<file path="src/rtl/core/mpe_pkg.sv">
// Shared types and constants for the Mandelbrot escape-time core.
package mpe_pkg;

    // Field widths
    localparam int COORD_W   = 32;
    localparam int POS_W     = 10;
    localparam int DIM_W     = 11;
    localparam int ITER_W    = 16;
    localparam int CFG_IDX_W = 3;
    localparam int CFG_DATA_W = 32;

    // Stream widths, padded to whole bytes
    localparam int S_TDATA_W = 24;
    localparam int M_TDATA_W = 40;

    // Depth of the queue between front and back
    localparam int QUEUE_DEPTH = 2;

    // Configuration register indexes
    localparam logic [CFG_IDX_W-1:0] CFG_LEFT_X   = 3'd0;
    localparam logic [CFG_IDX_W-1:0] CFG_TOP_Y    = 3'd1;
    localparam logic [CFG_IDX_W-1:0] CFG_RIGHT_X  = 3'd2;
    localparam logic [CFG_IDX_W-1:0] CFG_BOTTOM_Y = 3'd3;
    localparam logic [CFG_IDX_W-1:0] CFG_WIDTH    = 3'd4;
    localparam logic [CFG_IDX_W-1:0] CFG_HEIGHT   = 3'd5;
    localparam logic [CFG_IDX_W-1:0] CFG_MAX_ITER = 3'd6;

    // Configuration register file contents
    typedef struct packed {
        logic [COORD_W-1:0] left_x;
        logic [COORD_W-1:0] top_y;
        logic [COORD_W-1:0] right_x;
        logic [COORD_W-1:0] bottom_y;
        logic [DIM_W-1:0]   image_width;
        logic [DIM_W-1:0]   image_height;
        logic [ITER_W-1:0]  max_iterations;
    } cfg_t;

    // One mapped pixel handed from front to back
    typedef struct packed {
        logic [POS_W-1:0]   col;
        logic [POS_W-1:0]   row;
        logic [COORD_W-1:0] cx;
        logic [COORD_W-1:0] cy;
    } job_t;

endpackage

</file>
<file path="src/rtl/core/mpe_fifo.sv">
// Short request queue that decouples the front end from the iteration engine.
module mpe_fifo (
    input  logic          aclk,
    input  logic          aresetn,
    input  logic          push_valid,
    output logic          push_ready,
    input  mpe_pkg::job_t push_data,
    output logic          pop_valid,
    input  logic          pop_ready,
    output mpe_pkg::job_t pop_data
);

    localparam int DEPTH = mpe_pkg::QUEUE_DEPTH;
    localparam int PTR_W = (DEPTH > 1) ? $clog2(DEPTH) : 1;
    localparam int CNT_W = $clog2(DEPTH + 1);

    mpe_pkg::job_t mem [DEPTH];

    logic [PTR_W-1:0] wr_ptr_reg, wr_ptr_next;
    logic [PTR_W-1:0] rd_ptr_reg, rd_ptr_next;
    logic [CNT_W-1:0] count_reg, count_next;
    logic             do_push, do_pop;

    assign push_ready = (count_reg != CNT_W'(DEPTH));
    assign pop_valid  = (count_reg != '0);
    assign do_push    = push_valid && push_ready;
    assign do_pop     = pop_valid && pop_ready;
    assign pop_data   = mem[rd_ptr_reg];

    // Advance pointers with wrap, track fill level
    always_comb begin
        wr_ptr_next = wr_ptr_reg;
        rd_ptr_next = rd_ptr_reg;
        count_next  = count_reg;
        if (do_push) begin
            wr_ptr_next = (wr_ptr_reg == PTR_W'(DEPTH - 1)) ? '0 : wr_ptr_reg + 1'b1;
        end
        if (do_pop) begin
            rd_ptr_next = (rd_ptr_reg == PTR_W'(DEPTH - 1)) ? '0 : rd_ptr_reg + 1'b1;
        end
        if (do_push && !do_pop) begin
            count_next = count_reg + 1'b1;
        end else if (do_pop && !do_push) begin
            count_next = count_reg - 1'b1;
        end
    end

    always_ff @(posedge aclk) begin
        if (!aresetn) begin
            wr_ptr_reg <= '0;
            rd_ptr_reg <= '0;
            count_reg  <= '0;
        end else begin
            wr_ptr_reg <= wr_ptr_next;
            rd_ptr_reg <= rd_ptr_next;
            count_reg  <= count_next;
        end
        if (do_push) mem[wr_ptr_reg] <= push_data;
    end

endmodule

</file>
<file path="config.mk">
export PLATFORM = sky130hd
export DESIGN_NAME = mpe_fifo
export DESIGN_NICKNAME = d
export VERILOG_FILES = /design/src/rtl/core/mpe_pkg.sv /design/src/rtl/core/mpe_fifo.sv
export SDC_FILE = /design/constraint.sdc
export NUM_CORES = 1
export LEC_CHECK = 0
export BUFFER_PORTS_ARGS = -buffer_cell sky130_fd_sc_hd__buf_2
export CAP_MARGIN = 20
export CORE_MARGIN = 2
export CORE_UTILIZATION = 40
export CTS_CLUSTER_DIAMETER = 50
export DETAILED_ROUTE_END_ITERATION = 8
export GPL_ROUTABILITY_DRIVEN = 0
export HOLD_SLACK_MARGIN = 0.03
export PLACE_DENSITY_LB_ADDON = 0.1
export REMOVE_ABC_BUFFERS = 1
export SETUP_SLACK_MARGIN = 0.3
export SLEW_MARGIN = 20
export SYNTH_ARGS = -nofsm -noshare
export SYNTH_HDL_FRONTEND = slang
export SYNTH_SLANG_ARGS = --single-unit
</file>
<file path="constraint.sdc">
create_clock -name aclk -period 5.89 [get_ports aclk]
set_clock_uncertainty 0.1 [all_clocks]
set_input_delay 0.589 -clock aclk [delete_from_list [all_inputs] [get_ports aclk]]
set_output_delay 0.589 -clock aclk [all_outputs]
set_load 0.01 [all_outputs]
</file>
==> reports/qor.txt <==
status -> completed
DP Worst Slack -> 3.31 ns
Final HPWL DP -> 7310 um
Setup Crit Path Kind -> register to output port
starting density of the core -> 41.3%
Final nets -> 560
Power per Cell Area -> 439 mW/mm^2
Max Slew Vio Count -> 0
total number of vias -> 3186
max-cap violations -> 0
critical path's slowest cell -> dfxtp_4
Clk Latency, worst-skew pair -> 0.41 ns
Post-DRT Antenna Nets -> 0
Worst-path clk slew -> 0.06 ns
worst-path maximum fanout -> 47
first-pass GRT wire length -> 16800 um
Area Overhead vs Synth -> 27.0%
CP endpoint kind -> output port
synthesized cell area -> 0.00632 mm^2
VDD IR max -> 0.000205 V
leakage -> 2.97 nW
die area -> 0.0168 mm^2
1st-pass router iterations -> 4
ys async rst share -> 0%
Most Crowded Layer GR -> met2
Hold Slack -> 0.261 ns
GRT Total Usage -> 13.8%
post-CTS setup buffer count -> 0
Final WS setup -> 3.18 ns
# rows -> 45
vias per cell -> 4.58
Synth area leader -> edfxtp_1
Hold Crit Class -> input pin to register
Tcrit/Tclk final -> 46.1%
number of flops mapped to enable cells by yosys -> 168
CTS Sinks -> 173
remaining global-route overflow -> 0
Seq/Total Area, Yosys -> 81.4%
layout cell share with drive strength beyond 1 -> 60.5%
CTS resizes -> 0
RSZ-0062 raised after global routing -> no
hold violation count in the final report -> 0
Total Routed Length -> 11400 um
number of fill cells -> 1316
die span in x -> 130 um
DRC -> 0
routed len/inst -> 16.4 um
Syn Inst Count -> 285
core footprint -> 0.0153 mm^2
vias in the first global route -> 3328
Post-Layout Cell Count -> 696
crit path time final -> 2.71 ns
CP Cell Sequence -> buf_16 -> mux2_2 -> buf_2
DR iter-0 viols -> 169
CTS Hold Bufs -> 0
Synth top area share -> 79.8%
global-route met1 utilization -> 16.3%
die height -> 130 um
Root Driver -> clkbuf_16
distinct cell type count after synthesis -> 21
Final setup viols -> 0
Yosys warnings -> 0
worst path bufs/invs -> 2
largest net degree at the start of global routing -> 48
DP Cell Count -> 663
fmax -> 368 MHz
initial antenna violation count -> 1
setup_tns -> 0 ns
met2 Usage GRT -> 22.6%
CP max stage delay -> 0.72 ns
max reg flops -> 168
Yosys reg bits -> 173
CTS tree -> built
family with the most delay on the worst path -> flip-flops
crit path DAT -> 2.03 ns
worst-margin pin slew -> 0.723 ns
Slew HR -> 51.7%
Startpoint Class -> register
Avg Inst Size Synth -> 22.2 um^2
# H-tree levels -> 4
Inserted Clock Buffers -> 17
top post-synthesis cells by area -> edfxtp_1 80%, mux2_2 15%, dfxtp_1 1.6%
# IOs -> 174
GR Layer Usage met3 -> 5.70%
Max Root-Sink Buffers -> 2
ys flop type -> edfxtp_1
Worst EP required -> 5.20 ns
IO buf count -> 173
## worst register-to-register path: cells and delay by family, from the launching register on
family                 cells  cell delay [ns]
AND/OR/NAND/NOR            2             0.31
flip-flops                 1             0.43
buffers and inverters      2             1.18
## placed cells by master (no fill, tap or decap)
cell and instances:
buf_16 1, and2_1 4, o21ai_0 1, clkbuf_16 17
a21boi_1 1, and3_4 1, inv_6 1, diode_2 1
o21ai_1 1, clkbuf_1 2, dfxtp_1 4, edfxtp_1 168
clkinv_2 4, xor2_1 1, ha_1 1, mux2_2 84
or3_1 1, clkinvlp_4 1, clkinv_1 3, buf_4 2
nand2b_4 1, nand3b_1 1, xnor2_1 2, buf_2 173
a21boi_0 1, a21bo_2 1, bufinv_16 4, dfxtp_4 1
clkinv_4 1, or2_2 1
## kinds of logic after synthesis
logic type | count (synthesis) | synth area share (%)
flip-flops | 173 | 81.4
XOR/XNOR | 3 | 0.416
AO/OA/AOI/OAI | 5 | 0.554
buffers and inverters | 10 | 1.41
AND/OR/NAND/NOR | 9 | 1.03
adder cells (fa/ha/maj) | 1 | 0.198
multiplexers | 84 | 15.0
## final timing paths
path	startpoint	endpoint	slack, ns	cells after the start
hold reg to reg	count_reg[1]	count_reg[1]	0.48	2
setup / recovery	register	pop_data[51]	3.18	3
hold / removal	push_data[55]	mem[1][55]	0.26	1
setup reg to reg	count_reg[0]	mem[0][25]	3.48	4
## Yosys cell counts (2+ instances only)
cell type,n
and2_1,4
buf_2,2
buf_6,6
dfxtp_1,5
edfxtp_1,168
mux2_2,84
xnor2_1,2
## layer usage
layer / part of all wire, % / wire [um]
met3: 6.7 / 770
met4: 0.93 / 106
met5: 0 / 0
met1: 41 / 4750
met2: 51 / 5820
## metrics by stage
stage          cell area, um^2  utilization, %  total power, W
2_1_floorplan             6230               -         0.00211
3_3_place_gp              7390            48.2         0.00240
3_5_place_dp              7420            48.4         0.00243
4_1_cts                   8020            52.4         0.00357
5_1_grt                   8020            52.4         0.00368
6_report                  8020            52.4         0.00352
## where the power goes
group	switching, W	internal (W)
Combinational	0.000386	0.000376
Sequential	0.0000755	0.00154
Clock	0.000435	0.000705
Total	0.000896	0.00262
## cell type report
class,count,area (um^2),share of cell area (%)
flip-flops and latches,173,5150,64.2
multi-input cells,102,1090,13.6
repair buffers,176,908,11.3
clock buffers,19,433,5.40
well taps,211,264,3.29
clock inverters,13,171,2.14
inverters,1,5.00,0.0624
diodes,1,2.50,0.0312
Power figures use the tool's default switching activity.
