<file path="src/rtl/core/mpe_pkg.sv">
// Shared types and constants for the Mandelbrot escape-time core.
package mpe_pkg;

    // Field widths
    localparam int COORD_W   = 32;
    localparam int POS_W     = 10;
    localparam int DIM_W     = 11;
    localparam int ITER_W    = 16;
    localparam int CFG_IDX_W = 3;
    localparam int CFG_DATA_W = 32;

    // Stream widths, padded to whole bytes
    localparam int S_TDATA_W = 24;
    localparam int M_TDATA_W = 40;

    // Depth of the queue between front and back
    localparam int QUEUE_DEPTH = 2;

    // Configuration register indexes
    localparam logic [CFG_IDX_W-1:0] CFG_LEFT_X   = 3'd0;
    localparam logic [CFG_IDX_W-1:0] CFG_TOP_Y    = 3'd1;
    localparam logic [CFG_IDX_W-1:0] CFG_RIGHT_X  = 3'd2;
    localparam logic [CFG_IDX_W-1:0] CFG_BOTTOM_Y = 3'd3;
    localparam logic [CFG_IDX_W-1:0] CFG_WIDTH    = 3'd4;
    localparam logic [CFG_IDX_W-1:0] CFG_HEIGHT   = 3'd5;
    localparam logic [CFG_IDX_W-1:0] CFG_MAX_ITER = 3'd6;

    // Configuration register file contents
    typedef struct packed {
        logic [COORD_W-1:0] left_x;
        logic [COORD_W-1:0] top_y;
        logic [COORD_W-1:0] right_x;
        logic [COORD_W-1:0] bottom_y;
        logic [DIM_W-1:0]   image_width;
        logic [DIM_W-1:0]   image_height;
        logic [ITER_W-1:0]  max_iterations;
    } cfg_t;

    // One mapped pixel handed from front to back
    typedef struct packed {
        logic [POS_W-1:0]   col;
        logic [POS_W-1:0]   row;
        logic [COORD_W-1:0] cx;
        logic [COORD_W-1:0] cy;
    } job_t;

endpackage

</file>
<file path="src/rtl/core/mpe_iter.sv">
// Back end: escape-time iteration on one shared multiplier, with an output register.
module mpe_iter #(
    parameter int FRAC_BITS = 18
) (
    input  logic                       aclk,
    input  logic                       aresetn,
    input  logic [mpe_pkg::ITER_W-1:0] max_iterations,
    input  logic                       job_valid,
    output logic                       job_ready,
    input  mpe_pkg::job_t              job,
    output logic                       out_valid,
    input  logic                       out_ready,
    output logic [mpe_pkg::POS_W-1:0]  out_col,
    output logic [mpe_pkg::POS_W-1:0]  out_row,
    output logic [mpe_pkg::ITER_W-1:0] out_count
);

    localparam int CW = mpe_pkg::COORD_W;
    localparam int YW = 2 * CW;
    localparam int IW = mpe_pkg::ITER_W;
    localparam int PW = mpe_pkg::POS_W;
    localparam logic [CW-1:0] FOUR = 32'd4 << FRAC_BITS;

    typedef enum logic [6:0] {
        B_IDLE  = 7'b0000001,
        B_CHECK = 7'b0000010,
        B_XYH   = 7'b0000100,
        B_YUPD  = 7'b0001000,
        B_YYL   = 7'b0010000,
        B_YYH   = 7'b0100000,
        B_Y2    = 7'b1000000
    } back_state_t;

    back_state_t state_reg, state_next;

    logic [CW-1:0] x_reg, xn_reg, x2_reg, y2_reg, cx_reg, cy_reg;
    logic [YW-1:0] y_reg, acc_reg, prod_reg;
    logic [IW-1:0] iter_reg;
    logic [PW-1:0] col_reg, row_reg;

    logic          out_valid_reg, out_valid_next;
    logic [PW-1:0] out_col_reg, out_row_reg;
    logic [IW-1:0] out_count_reg;

    logic [CW-1:0]   mul_a, mul_b;
    logic            mul_sgn;
    logic [YW+1:0]   mul_full;
    logic [CW-1:0]   sum_sq;
    logic            finish;
    logic            out_free;
    logic            take_job;
    logic            emit;
    logic [CW-1:0]   xy_hi;
    logic [YW-1:0]   pxy, pxy_sh, y_next;
    logic [YW-1:0]   pyy;

    // Loop test on the registered squares
    assign sum_sq   = x2_reg + y2_reg;
    assign finish   = ($signed(sum_sq) > $signed(FOUR)) || (iter_reg >= max_iterations);
    assign out_free = !out_valid_reg || out_ready;
    assign take_job = (state_reg == B_IDLE) && job_valid;
    assign emit     = (state_reg == B_CHECK) && finish && out_free;

    // Operand selection for the shared 32 by 32 multiplier
    always_comb begin
        mul_a   = x_reg;
        mul_b   = y_reg[CW-1:0];
        mul_sgn = 1'b0;
        case (state_reg)
            B_XYH: begin
                mul_b = y_reg[YW-1:CW];
            end
            B_YUPD: begin
                mul_a   = xn_reg;
                mul_b   = xn_reg;
                mul_sgn = 1'b1;
            end
            B_YYL: begin
                mul_a = y_reg[CW-1:0];
            end
            B_YYH: begin
                mul_a = y_reg[CW-1:0];
                mul_b = y_reg[YW-1:CW];
            end
            default: begin
                mul_a = x_reg;
            end
        endcase
    end

    assign mul_full = $signed({mul_sgn & mul_a[CW-1], mul_a})
                    * $signed({mul_sgn & mul_b[CW-1], mul_b});

    // x*y modulo 2^64 from the partial products, then the new y
    assign xy_hi  = prod_reg[CW-1:0] - (x_reg[CW-1] ? y_reg[CW-1:0] : '0);
    assign pxy    = acc_reg + {xy_hi, {CW{1'b0}}};
    assign pxy_sh = $signed(pxy) >>> FRAC_BITS;
    assign y_next = {pxy_sh[YW-2:0], 1'b0} + {{CW{cy_reg[CW-1]}}, cy_reg};

    // y*y modulo 2^64: low product plus twice the cross term
    assign pyy = acc_reg + {prod_reg[CW-2:0], 1'b0, {CW{1'b0}}};

    // Walk the iteration phases
    always_comb begin
        state_next = state_reg;
        case (state_reg)
            B_IDLE: begin
                if (job_valid) state_next = B_CHECK;
            end
            B_CHECK: begin
                if (!finish) begin
                    state_next = B_XYH;
                end else if (out_free) begin
                    state_next = B_IDLE;
                end
            end
            B_XYH:   state_next = B_YUPD;
            B_YUPD:  state_next = B_YYL;
            B_YYL:   state_next = B_YYH;
            B_YYH:   state_next = B_Y2;
            B_Y2:    state_next = B_CHECK;
            default: state_next = B_IDLE;
        endcase
    end

    // Hold a result until taken, load a new one when the engine finishes
    always_comb begin
        out_valid_next = out_valid_reg && !out_ready;
        if (emit) out_valid_next = 1'b1;
    end

    always_ff @(posedge aclk) begin
        if (!aresetn) begin
            state_reg     <= B_IDLE;
            out_valid_reg <= 1'b0;
        end else begin
            state_reg     <= state_next;
            out_valid_reg <= out_valid_next;
        end
        prod_reg <= mul_full[YW-1:0];
        if (take_job) begin
            col_reg  <= job.col;
            row_reg  <= job.row;
            cx_reg   <= job.cx;
            cy_reg   <= job.cy;
            x_reg    <= '0;
            y_reg    <= '0;
            x2_reg   <= '0;
            y2_reg   <= '0;
            iter_reg <= '0;
        end
        if ((state_reg == B_CHECK) && !finish) begin
            xn_reg <= x2_reg - y2_reg + cx_reg;
        end
        if ((state_reg == B_XYH) || (state_reg == B_YYH)) begin
            acc_reg <= prod_reg;
        end
        if (state_reg == B_YUPD) begin
            y_reg <= y_next;
            x_reg <= xn_reg;
        end
        if (state_reg == B_YYL) begin
            x2_reg <= prod_reg[FRAC_BITS+CW-1:FRAC_BITS];
        end
        if (state_reg == B_Y2) begin
            y2_reg   <= pyy[FRAC_BITS+CW-1:FRAC_BITS];
            iter_reg <= iter_reg + 1'b1;
        end
        if (emit) begin
            out_col_reg   <= col_reg;
            out_row_reg   <= row_reg;
            out_count_reg <= iter_reg;
        end
    end

    assign job_ready = (state_reg == B_IDLE);
    assign out_valid = out_valid_reg;
    assign out_col   = out_col_reg;
    assign out_row   = out_row_reg;
    assign out_count = out_count_reg;

endmodule

</file>
<file path="config.mk">
export PLATFORM = sky130hd
export DESIGN_NAME = mpe_iter
export DESIGN_NICKNAME = d
export VERILOG_FILES = /design/src/rtl/core/mpe_pkg.sv /design/src/rtl/core/mpe_iter.sv
export SDC_FILE = /design/constraint.sdc
export NUM_CORES = 2
export LEC_CHECK = 0
export ABC_AREA = 1
export ABC_CLOCK_PERIOD_IN_PS = 18350
export BUFFER_PORTS_ARGS = -buffer_cell sky130_fd_sc_hd__buf_2
export CORE_ASPECT_RATIO = 1.1
export CORE_MARGIN = 5
export CORE_UTILIZATION = 65
export DETAILED_ROUTE_END_ITERATION = 7
export HOLD_SLACK_MARGIN = 0.15
export PLACE_DENSITY = 0.82
export SLEW_MARGIN = 20
export SYNTH_ARGS = -nofsm -noshare
export SYNTH_HDL_FRONTEND = slang
export SYNTH_SLANG_ARGS = --single-unit
export TNS_END_PERCENT = 5
</file>
<file path="constraint.sdc">
create_clock -name aclk -period 18.35 [get_ports aclk]
set_clock_uncertainty 0.05 [all_clocks]
set_input_delay 1.835 -clock aclk [delete_from_list [all_inputs] [get_ports aclk]]
set_output_delay 1.835 -clock aclk [all_outputs]
set_load 0.05 [all_outputs]
</file>
==> summary.txt <==
Clock tree
  • CTS root buffer: clkbuf_16
  • Resized cells post-CTS: 0
  • CTS tree: yes
  • Setup Buffers After CTS: 0
  • Buffer depth of the longest clock path: 3
  • Worst-Skew Late Latency: 0.62 ns
  • CTS Sinks: 430
  • Total CTS buffers: 43
  • Hold Buf Count CTS: 0
  • Clk slew on worst S/H paths: 0.07 ns
  • Clock H-tree levels: 2

Setup path
  • Worst setup EP type: register
  • CP max stage cell: fa_1
  • Crit path max fanout: 45
  • Setup crit start kind: register
  • Worst path max stage delay: 0.64 ns
  • Class of the most critical setup path: reg2reg
  • Most used cell, CP: fa_1
  • Worst Path Arrival: 12.48 ns
  • CP required: 18.80 ns

GRT
  • Gr usage total: 45.7%
  • Grt total ovfl: 0
  • Antenna violations before repair: 9
  • First-pass GRT wire length: 351000 um
  • Largest net degree at the start of global routing: 85
  • Vias in the first global route: 56400

Job
  • Max-cap viol count: 0

Detailed routing
  • Final WL: roughly 240000 um
  • First DRT Iteration DRCs: 6102
  • Via count: 53200
  • Via density: slightly above 6
  • Antenna Nets Post-Route: 0
  • Wirelength per Cell: 27.1 um
  • DRC: 2
  • Initial DRT Pass Iterations: 8

Die
  • Core ar.: 98700 um^2
  • Top-level port count: 142
  • Row cnt: 121
  • Die H: around 340 um
  • Die Footprint: 106000 um^2
  • Die Wd: 310 um
  • Initial Util: 65.3%

Logic synthesis
  • Seq/Total Area, Yosys: 18.9%
  • Top post-synthesis cells by area: fa_1 (36%), edfxtp_1 (17%), inv_1 (10%), ha_1 (8.7%), nand2_1 (8.3%)
  • Async SR Flop Fraction: 0%
  • Yosys synthesis warning count: 0
  • Syn nets: 9131
  • EDFF count, synth: roughly 360
  • Synth Cell Area: about 64000 um^2
  • Mean post-synth cell area: 8.69 um^2
  • Share of the synthesized area in the top cell type: 36.1%
  • Distinct cells, synth: 66
  • Post-synthesis register bit count: 430
  • Top cell type by total area after synthesis: fa_1
  • Post-synthesis cell count: approximately 7400
  • Dominant synthesized flop cell: edfxtp_1

Finish
  • Fin area: approximately 68000 um^2
  • Commonest cells after routing, fill and taps aside: inv_1 (1764), nand2_1 (1416), fa_1 (1160)
  • Fillers: 7775
  • P&R area growth vs syn: 5.49%
  • Share of layout cells above drive strength 1: about 5.3%
  • Final net count: 9202
  • Commonest non-fill, non-tap cell in the layout: inv_1
  • Max reg flops: between 60 and 70

Min path
  • Type of the most critical hold path: reg2reg

Place
  • Cell area after placement: 66500 um^2
  • Gpl congestion: ~1.1
  • # port buffers: 141
  • Hpwl dp: between 150000 and 200000 um
  • Setup Slack @ Placement: 6.51 ns

Timing
  • Final critical-path required period: 12.03 ns
  • Highest clock rate: 0.0831 GHz
  • Worst-Margin Slew: about 1.2 ns
  • RSZ-0062 raised after global routing: false
  • Worst rel slew slack: 19.5%
  • Crit share post-route: 65.5%
  • Final setup fails: 0
  • Final setup margin: 6.32 ns
  • Fin Setup TNS: 0 ns
  • Worst hold slack: 0.354 ns
  • Final max-slew violation count: 0
  • Final Hold Fails: 0

Status
  • Outcome: finished with violations
  • Failing checks: design-rule violations
-- layout make-up --
cell class              count  area, um^2  share of cell area, %
diodes                      5        12.5                 0.0184
multi-input cells        4983       44500                   65.5
flip-flops and latches    430       12200                   17.9
clock buffers              48        1140                   1.67
repair buffers            222        1330                   1.96
well taps                1291        1620                   2.38
inverters                1811        6820                   10.0
clock inverters            31         340                  0.501
-- path summary, 6_finish.rpt --
path                                   from                    end  slack [ns]  cells past startpoint
hold / removal         prod_reg[51]$_DFF_P_  acc_reg[51]$_DFFE_PN_        0.35                      0
hold reg to reg        prod_reg[51]$_DFF_P_  acc_reg[51]$_DFFE_PN_        0.35                      0
setup / recovery  state_reg[0]$_SDFFE_PN1P_   prod_reg[58]$_DFF_P_        6.32                     35
setup reg to reg  state_reg[0]$_SDFFE_PN1P_   prod_reg[58]$_DFF_P_        6.32                     35
-- kinds of logic (layout without fill, tap and decap cells) --
| family | count (synthesis) | in the layout | share of synthesized area [%] |
|---|---|---|---|
| XOR/XNOR | 188 | 188 | 2.55 |
| other | 0 | 5 | 0 |
| flip-flops | 430 | 430 | 18.9 |
| AND/OR/NAND/NOR | 2416 | 2416 | 14.9 |
| adder cells (fa/ha/maj) | 1607 | 1607 | 44.7 |
| AO/OA/AOI/OAI | 772 | 772 | 6.82 |
| buffers and inverters | 2007 | 2112 | 12.1 |
-- cell usage after synthesis, types with 6 or more instances --
| master | number |
|---|---|
| o21ai_0 | 173 |
| xnor2_1 | 65 |
| xor2_1 | 123 |
| nand2_1 | 1422 |
| inv_2 | 34 |
| nand3b_1 | 9 |
| nand3_1 | 117 |
| nor2_2 | 7 |
| o211ai_1 | 9 |
| inv_1 | 1766 |
| clkbuf_1 | 34 |
| clkinv_1 | 6 |
| o21ai_2 | 8 |
| buf_4 | 6 |
| a21boi_0 | 11 |
| or2_0 | 7 |
| o21a_1 | 40 |
| o221ai_1 | 9 |
| o21ai_1 | 18 |
| fa_1 | 1161 |
| a31oi_1 | 35 |
| dfxtp_1 | 72 |
| nand2_2 | 12 |
| a21oi_1 | 390 |
| nand4_1 | 24 |
| nor2_1 | 728 |
| ha_1 | 446 |
| nor3_1 | 39 |
| nor4_1 | 22 |
| edfxtp_1 | 358 |
| a21o_1 | 14 |
| o21bai_1 | 20 |
| buf_2 | 150 |
-- worst max-delay path, delay by kind of cell (launching register included) --
family                     cells  cell delay (ns)
DFF                            1             0.33
adders and majority gates      9             4.48
buffers and inverters         10             2.73
and+or+nand+nor                8             2.52
xor gates and xnor gates       1             0.15
AOI/OAI and AO/OA              7             1.54
-- layer usage --
metal  vias to the layer above  track usage (%)  share of wire, %
li1                      22500                -                 -
met1                     25700             51.9                32
met2                      3773             71.2                45
met3                      1301             13.4                12
met4                         0             38.0                12
met5                         -                0                 0
-- metrics by stage --
step / util [%] / std cells
after detailed placement: 67.3 / 8736
after CTS: 68.8 / 8815
after floorplan: - / 7420
after global placement: 67.3 / 8736
after global routing: 68.9 / 8817
final: 68.9 / 8821
Power is not shown: default switching activity piles up to over one toggle a cycle in this logic, so the estimate is an artifact.
