## src/rtl/core/mpe_pkg.sv

```systemverilog
// Shared types and constants for the Mandelbrot escape-time core.
package mpe_pkg;

    // Field widths
    localparam int COORD_W   = 32;
    localparam int POS_W     = 10;
    localparam int DIM_W     = 11;
    localparam int ITER_W    = 16;
    localparam int CFG_IDX_W = 3;
    localparam int CFG_DATA_W = 32;

    // Stream widths, padded to whole bytes
    localparam int S_TDATA_W = 24;
    localparam int M_TDATA_W = 40;

    // Depth of the queue between front and back
    localparam int QUEUE_DEPTH = 2;

    // Configuration register indexes
    localparam logic [CFG_IDX_W-1:0] CFG_LEFT_X   = 3'd0;
    localparam logic [CFG_IDX_W-1:0] CFG_TOP_Y    = 3'd1;
    localparam logic [CFG_IDX_W-1:0] CFG_RIGHT_X  = 3'd2;
    localparam logic [CFG_IDX_W-1:0] CFG_BOTTOM_Y = 3'd3;
    localparam logic [CFG_IDX_W-1:0] CFG_WIDTH    = 3'd4;
    localparam logic [CFG_IDX_W-1:0] CFG_HEIGHT   = 3'd5;
    localparam logic [CFG_IDX_W-1:0] CFG_MAX_ITER = 3'd6;

    // Configuration register file contents
    typedef struct packed {
        logic [COORD_W-1:0] left_x;
        logic [COORD_W-1:0] top_y;
        logic [COORD_W-1:0] right_x;
        logic [COORD_W-1:0] bottom_y;
        logic [DIM_W-1:0]   image_width;
        logic [DIM_W-1:0]   image_height;
        logic [ITER_W-1:0]  max_iterations;
    } cfg_t;

    // One mapped pixel handed from front to back
    typedef struct packed {
        logic [POS_W-1:0]   col;
        logic [POS_W-1:0]   row;
        logic [COORD_W-1:0] cx;
        logic [COORD_W-1:0] cy;
    } job_t;

endpackage

```

## src/rtl/core/mpe_div.sv

```systemverilog
// Restoring divider: one quotient bit per cycle, unsigned magnitude by 11-bit divisor.
module mpe_div #(
    parameter int NUM_W = 45
) (
    input  logic                     aclk,
    input  logic                     aresetn,
    input  logic                     start,
    input  logic [NUM_W-1:0]         num_mag,
    input  logic [mpe_pkg::DIM_W-1:0] divisor,
    output logic                     done,
    output logic [NUM_W-1:0]         quotient
);

    localparam int CNT_W = $clog2(NUM_W);
    localparam int D_W   = mpe_pkg::DIM_W;

    logic [NUM_W-1:0] quo_reg, quo_next;
    logic [D_W-1:0]   rem_reg, rem_next;
    logic [D_W-1:0]   div_reg, div_next;
    logic [CNT_W-1:0] cnt_reg, cnt_next;
    logic             busy_reg, busy_next;
    logic             done_reg, done_next;

    logic [D_W:0]     rem_shift;
    logic [D_W:0]     rem_diff;
    logic             fits;

    // Trial subtraction of the divisor from the shifted remainder
    assign rem_shift = {rem_reg, quo_reg[NUM_W-1]};
    assign rem_diff  = rem_shift - {1'b0, div_reg};
    assign fits      = (rem_shift >= {1'b0, div_reg});

    // Load on start, else advance one bit while busy
    always_comb begin
        quo_next  = quo_reg;
        rem_next  = rem_reg;
        div_next  = div_reg;
        cnt_next  = cnt_reg;
        busy_next = busy_reg;
        done_next = 1'b0;
        if (start) begin
            quo_next  = num_mag;
            rem_next  = '0;
            div_next  = divisor;
            cnt_next  = '0;
            busy_next = 1'b1;
        end else if (busy_reg) begin
            quo_next = {quo_reg[NUM_W-2:0], fits};
            rem_next = fits ? rem_diff[D_W-1:0] : rem_shift[D_W-1:0];
            cnt_next = cnt_reg + 1'b1;
            if (cnt_reg == CNT_W'(NUM_W - 1)) begin
                busy_next = 1'b0;
                done_next = 1'b1;
            end
        end
    end

    always_ff @(posedge aclk) begin
        if (!aresetn) begin
            busy_reg <= 1'b0;
            done_reg <= 1'b0;
            cnt_reg  <= '0;
        end else begin
            busy_reg <= busy_next;
            done_reg <= done_next;
            cnt_reg  <= cnt_next;
        end
        quo_reg <= quo_next;
        rem_reg <= rem_next;
        div_reg <= div_next;
    end

    assign done     = done_reg;
    assign quotient = quo_reg;

endmodule

```

## src/rtl/core/mpe_front.sv

```systemverilog
// Front end: accepts a pixel, derives the window steps and maps it to a point c.
module mpe_front #(
    parameter int STEP_SCALE_BITS = 12
) (
    input  logic                      aclk,
    input  logic                      aresetn,
    input  mpe_pkg::cfg_t             cfg,
    input  logic                      in_valid,
    output logic                      in_ready,
    input  logic [mpe_pkg::POS_W-1:0] in_col,
    input  logic [mpe_pkg::POS_W-1:0] in_row,
    output logic                      job_valid,
    input  logic                      job_ready,
    output mpe_pkg::job_t             job
);

    localparam int CW    = mpe_pkg::COORD_W;
    localparam int PW    = mpe_pkg::POS_W;
    localparam int NUM_W = CW + 1 + STEP_SCALE_BITS;
    localparam int Q_W   = NUM_W + 1;
    localparam int PX_W  = CW + PW;

    typedef enum logic [4:0] {
        F_IDLE = 5'b00001,
        F_DIVX = 5'b00010,
        F_DIVY = 5'b00100,
        F_MUL  = 5'b01000,
        F_PUSH = 5'b10000
    } front_state_t;

    front_state_t state_reg, state_next;

    logic [PW-1:0] col_reg, row_reg;
    logic [CW-1:0] stepx_reg, stepy_reg;
    logic [CW-1:0] prodx_reg, prody_reg;
    logic          neg_reg, zero_reg;

    logic                          sel_y;
    logic [CW-1:0]                 corner_a, corner_b;
    logic [mpe_pkg::DIM_W-1:0]     divisor;
    logic [CW:0]                   diff;
    logic [CW:0]                   mag;
    logic [NUM_W-1:0]              num_mag;
    logic                          div_start;
    logic                          div_done;
    logic [NUM_W-1:0]              div_quo;
    logic [Q_W-1:0]                q_ext, q_signed;
    logic [CW-1:0]                 step_val;
    logic [PX_W-1:0]               px_full, py_full;
    logic                          accept;

    // Pick the axis for the divide being started
    assign sel_y    = (state_reg == F_DIVX);
    assign corner_a = sel_y ? cfg.top_y : cfg.left_x;
    assign corner_b = sel_y ? cfg.bottom_y : cfg.right_x;
    assign divisor  = sel_y ? cfg.image_height : cfg.image_width;

    // Span as a sign and a scaled magnitude
    assign diff    = {corner_b[CW-1], corner_b} - {corner_a[CW-1], corner_a};
    assign mag     = diff[CW] ? (~diff + 1'b1) : diff;
    assign num_mag = NUM_W'(mag) << STEP_SCALE_BITS;

    assign accept    = in_valid && (state_reg == F_IDLE);
    assign div_start = accept || ((state_reg == F_DIVX) && div_done);

    mpe_div #(
        .NUM_W (NUM_W)
    ) u_div (
        .aclk     (aclk),
        .aresetn  (aresetn),
        .start    (div_start),
        .num_mag  (num_mag),
        .divisor  (divisor),
        .done     (div_done),
        .quotient (div_quo)
    );

    // Restore the sign, truncating toward zero, then drop the scale bits
    assign q_ext    = {1'b0, div_quo};
    assign q_signed = neg_reg ? (~q_ext + 1'b1) : q_ext;
    assign step_val = zero_reg ? '0 : q_signed[STEP_SCALE_BITS+CW-1:STEP_SCALE_BITS];

    // Step times index, low word only
    assign px_full = stepx_reg * col_reg;
    assign py_full = stepy_reg * row_reg;

    // Sequence one pixel through both divides, the scaling and the push
    always_comb begin
        state_next = state_reg;
        case (state_reg)
            F_IDLE: begin
                if (in_valid) state_next = F_DIVX;
            end
            F_DIVX: begin
                if (div_done) state_next = F_DIVY;
            end
            F_DIVY: begin
                if (div_done) state_next = F_MUL;
            end
            F_MUL: begin
                state_next = F_PUSH;
            end
            F_PUSH: begin
                if (job_ready) state_next = F_IDLE;
            end
            default: begin
                state_next = F_IDLE;
            end
        endcase
    end

    always_ff @(posedge aclk) begin
        if (!aresetn) begin
            state_reg <= F_IDLE;
        end else begin
            state_reg <= state_next;
        end
        if (accept) begin
            col_reg <= in_col;
            row_reg <= in_row;
        end
        if (div_start) begin
            neg_reg  <= diff[CW];
            zero_reg <= (divisor == '0);
        end
        if ((state_reg == F_DIVX) && div_done) stepx_reg <= step_val;
        if ((state_reg == F_DIVY) && div_done) stepy_reg <= step_val;
        if (state_reg == F_MUL) begin
            prodx_reg <= px_full[CW-1:0];
            prody_reg <= py_full[CW-1:0];
        end
    end

    assign in_ready  = (state_reg == F_IDLE);
    assign job_valid = (state_reg == F_PUSH);
    assign job.col   = col_reg;
    assign job.row   = row_reg;
    assign job.cx    = cfg.left_x + prodx_reg;
    assign job.cy    = cfg.top_y + prody_reg;

endmodule

```

## config.mk

```make
export PLATFORM = sky130hd
export DESIGN_NAME = mpe_front
export DESIGN_NICKNAME = d
export VERILOG_FILES = /design/src/rtl/core/mpe_pkg.sv /design/src/rtl/core/mpe_div.sv /design/src/rtl/core/mpe_front.sv
export SDC_FILE = /design/constraint.sdc
export NUM_CORES = 2
export LEC_CHECK = 0
export BUFFER_PORTS_ARGS = -buffer_cell sky130_fd_sc_hd__buf_2
export CORE_UTILIZATION = 30
export DETAILED_ROUTE_END_ITERATION = 16
export GPL_ROUTABILITY_DRIVEN = 0
export MAX_ROUTING_LAYER = met4
export RECOVER_POWER = 50
export SYNTH_ARGS = -nofsm -noshare
export SYNTH_HDL_FRONTEND = slang
export SYNTH_SLANG_ARGS = --single-unit
```

## constraint.sdc

```tcl
create_clock -name aclk -period 7 [get_ports aclk]
set_input_delay 1.05 -clock aclk [delete_from_list [all_inputs] [get_ports aclk]]
set_output_delay 1.05 -clock aclk [all_outputs]
set_load 0.02 [all_outputs]
```

==> out/qor.yml <==
placed_design:
  post-dp-hpwl_um: 76700
  dpl_cell_area_mm2: 0.0341
  io_buffer_count: 259
detailed_routing:
  vias: 24700
  drc: 0
  drt_pre_antenna_iters: 7
  routedWlPerCell_um: 18.6
  ant_nets: 0
  drt_iter0_drc: 1712
  wl_um: 93700
  viasPerCell: 4.90
grt:
  grt_pass1_vias: 24900
  gr-total-overflow: 0
  top_usage_layer: "met2"
  grt_use_total_pct: 18.5
  gr-usage-met1_pct: 24.5
  grt_use_met2_pct: 29.9
  grt_pass1_wl_um: 144000
  use_met3_pct: 2.14
  grt_max_degree: 66
  antenna_found_initial: 5
cts:
  cts-root-buf: "clkbuf_16"
  postCtsHoldBufs: 0
  clk_pin_slew_ns: 0.07
  tritoncts: "yes"
  cts_made_buffers: 30
  post_cts_buffers: 0
  cts.htree.levels: 1
  cts.sinks: 230
  ctsResizeCount: 0
  clock_path_buffers: 3
  clk-insertion-delay-late_ns: 0.64
finish:
  largest_reg_flops: 45
  final_area_mm2: 0.0351
  final-seq-area_mm2: 0.00655
  finalNetCount: 4442
  multiInputGateArea_mm2: 0.0222
  areaGrowthSynthToFinish_pct: 13.0
  num-fill-cells: 10700
  drive_gt1_share_pct: 10.9
floorplanning:
  start_util_pct: 30.4
  core_mm2: 0.102
  io_pins: 276
  fp.dieH_um: 324
  dieWidth_um: 324
  placementRows: 117
  dieArea_mm2: 0.105
logic_synthesis:
  syn_avg_cell_area_um2: 9.06
  synth-seq-cells: 230
  yosysMostFrequentCell: "nand2_1"
  netlist_area_mm2: 0.0310
  async_flop_share_pct: 0
  synth_flop_cell: "edfxtp_1"
  synth_top_area_share_pct: 25.8
  synthDistinctLibCells: 84
  synth_nets: 4217
  yosysSeqAreaShare_pct: 21.1
  synthTopCellsByArea: "fa_1 26%, edfxtp_1 19%, ha_1 8.1%"
  synth_edf_count: 194
  yosys.area.top_type: "fa_1"
  yosys_warnings: 0
  synth_common_cells: "514 x nand2_1, 455 x inv_1, 400 x fa_1, 290 x and2_1, 200 x ha_1"
  syn_inst: 3427
critical_path:
  r2r_setup_slack_ns: 0.41
  r2r-end: "prodx_reg[26]"
  cp.required_ns: 7.37
  reg2reg_depth: 22
  critPathLaunchType: "flip-flop"
  path_max_fanout: 13
  critPathKind: "reg2reg"
  cp.arrival_ns: 6.96
  cp-end-kind: "flip-flop"
  r2r_start: "col_reg[1]"
pwr:
  p_leak_nw: 16.1
  irDropWorstVdd_uv: 312
  p_per_area_mw_per_mm2: 426
timing:
  fin_skew_ns: 0.0320
  tightest_slew_ns: 3.47
  hold_violations: 0
  finalCritPeriodShare_pct: 94.2
  setup_viol: 0
  fin_tns_setup_ns: 0
  fin_crit_ns: 6.59
  fmax_ghz: 0.152
  slew_headroom_pct: -131
  maxSlewViolCount: 206
  grt_setup_unrepaired: "false"
run_status:
  failed_checks: "capacitance limit, slew limit"
  status: "finished, violations left"
min_path:
  hold_start: "u_div.rem_reg[10]"
  hold_end: "u_div.rem_reg[10]"
  whs_path_depth: 2
  hp-class: "reg2reg"
job:
  cap_violations: 6
worst max path at each step:
stage	from	end	slack (ns)	cells after the start
finish	col_reg[1]	prodx_reg[26]	0.41	22
global route	col_reg[1]	prodx_reg[28]	0.02	22
CTS	col_reg[1]	prodx_reg[25]	0.36	20
detailed placement	col_reg[1]	prodx_reg[31]	0.40	20
global placement	row_reg[4]	prody_reg[30]	0.46	24
floorplan	col_reg[3]	prodx_reg[25]	0.54	22
layer usage:
metal / routed length, um / share of wire, % / up-vias
met4: 2570 / 2.7 / 0
met3: 5540 / 5.9 / 127
met5: 0 / 0 / -
met2: 43400 / 46 / 714
met1: 42100 / 45 / 12300
li1: - / - / 11600
cell families after synthesis:
logic type / synth area share [%]
AOI/OAI and AO/OA: 11.0
xor gates and xnor gates: 6.40
adders and majority gates: 33.8
buffers and inverters: 7.24
DFF: 21.1
muxes: 1.62
and+or+nand+nor: 18.8
report_power, final:
| part | switching [W] | leakage [nW] | total [W] | internal [W] |
|---|---|---|---|---|
| combinational | 0.00643 | 13.5 | 0.0109 | 0.00451 |
| clock | 0.000724 | 0.501 | 0.00170 | 0.000972 |
| sequential | 0.000166 | 2.09 | 0.00234 | 0.00217 |
| total | 0.00732 | 16.1 | 0.0150 | 0.00765 |
cell usage in the layout, fill, tap and decap left out, types with 82 or more instances in the layout:
cell,netlist,routed
a21oi_1,150,150
and2_1,290,285
buf_2,2,245
edfxtp_1,194,194
fa_1,400,400
ha_1,200,200
inv_1,455,454
nand2_1,514,514
nor2_1,158,158
o21ai_0,108,108
xnor2_1,145,145
xor2_1,82,82
final cells by class:
type,count,area share (%)
Inverter,455,4.87
Antenna cell,3,0.0214
Multi-Input combinational cell,2600,63.4
Clock buffer,34,2.24
Tap cell,1368,4.88
Sequential cell,230,18.7
Clock inverter,22,0.816
Timing Repair Buffer,335,5.17
stage by stage:
step           hold WS (ns)  total power, W  instances  setup slack (ns)  utilization, %
3_5_place_dp          0.457          0.0133       4988             0.399            33.4
4_1_cts               0.470          0.0150       5044             0.360            34.4
6_report              0.460          0.0150       5047             0.405            34.3
3_3_place_gp          0.450          0.0131       4988             0.460            33.4
2_1_floorplan         0.426          0.0102       3427             0.543               -
5_1_grt               0.496          0.0165       5046            0.0228            34.3
critical path, stage by stage (launching register included):
cell      delay [ns]
edfxtp_1        0.77
nand2_1         0.17
fa_1            0.57
inv_1           0.05
fa_1            0.49
fa_1            0.52
fa_1            0.50
inv_1           0.05
fa_1            0.47
inv_1           0.04
ha_1            0.34
and3_1          0.27
and3_1          0.20
a41oi_1         0.15
and4b_1         0.26
nor3b_1         0.10
o41a_1          0.42
o31a_1          0.31
o21bai_1        0.16
buf_4           0.16
o21ai_0         0.08
a21oi_1         0.18
xnor2_1         0.09
Power figures use the tool's default switching activity.
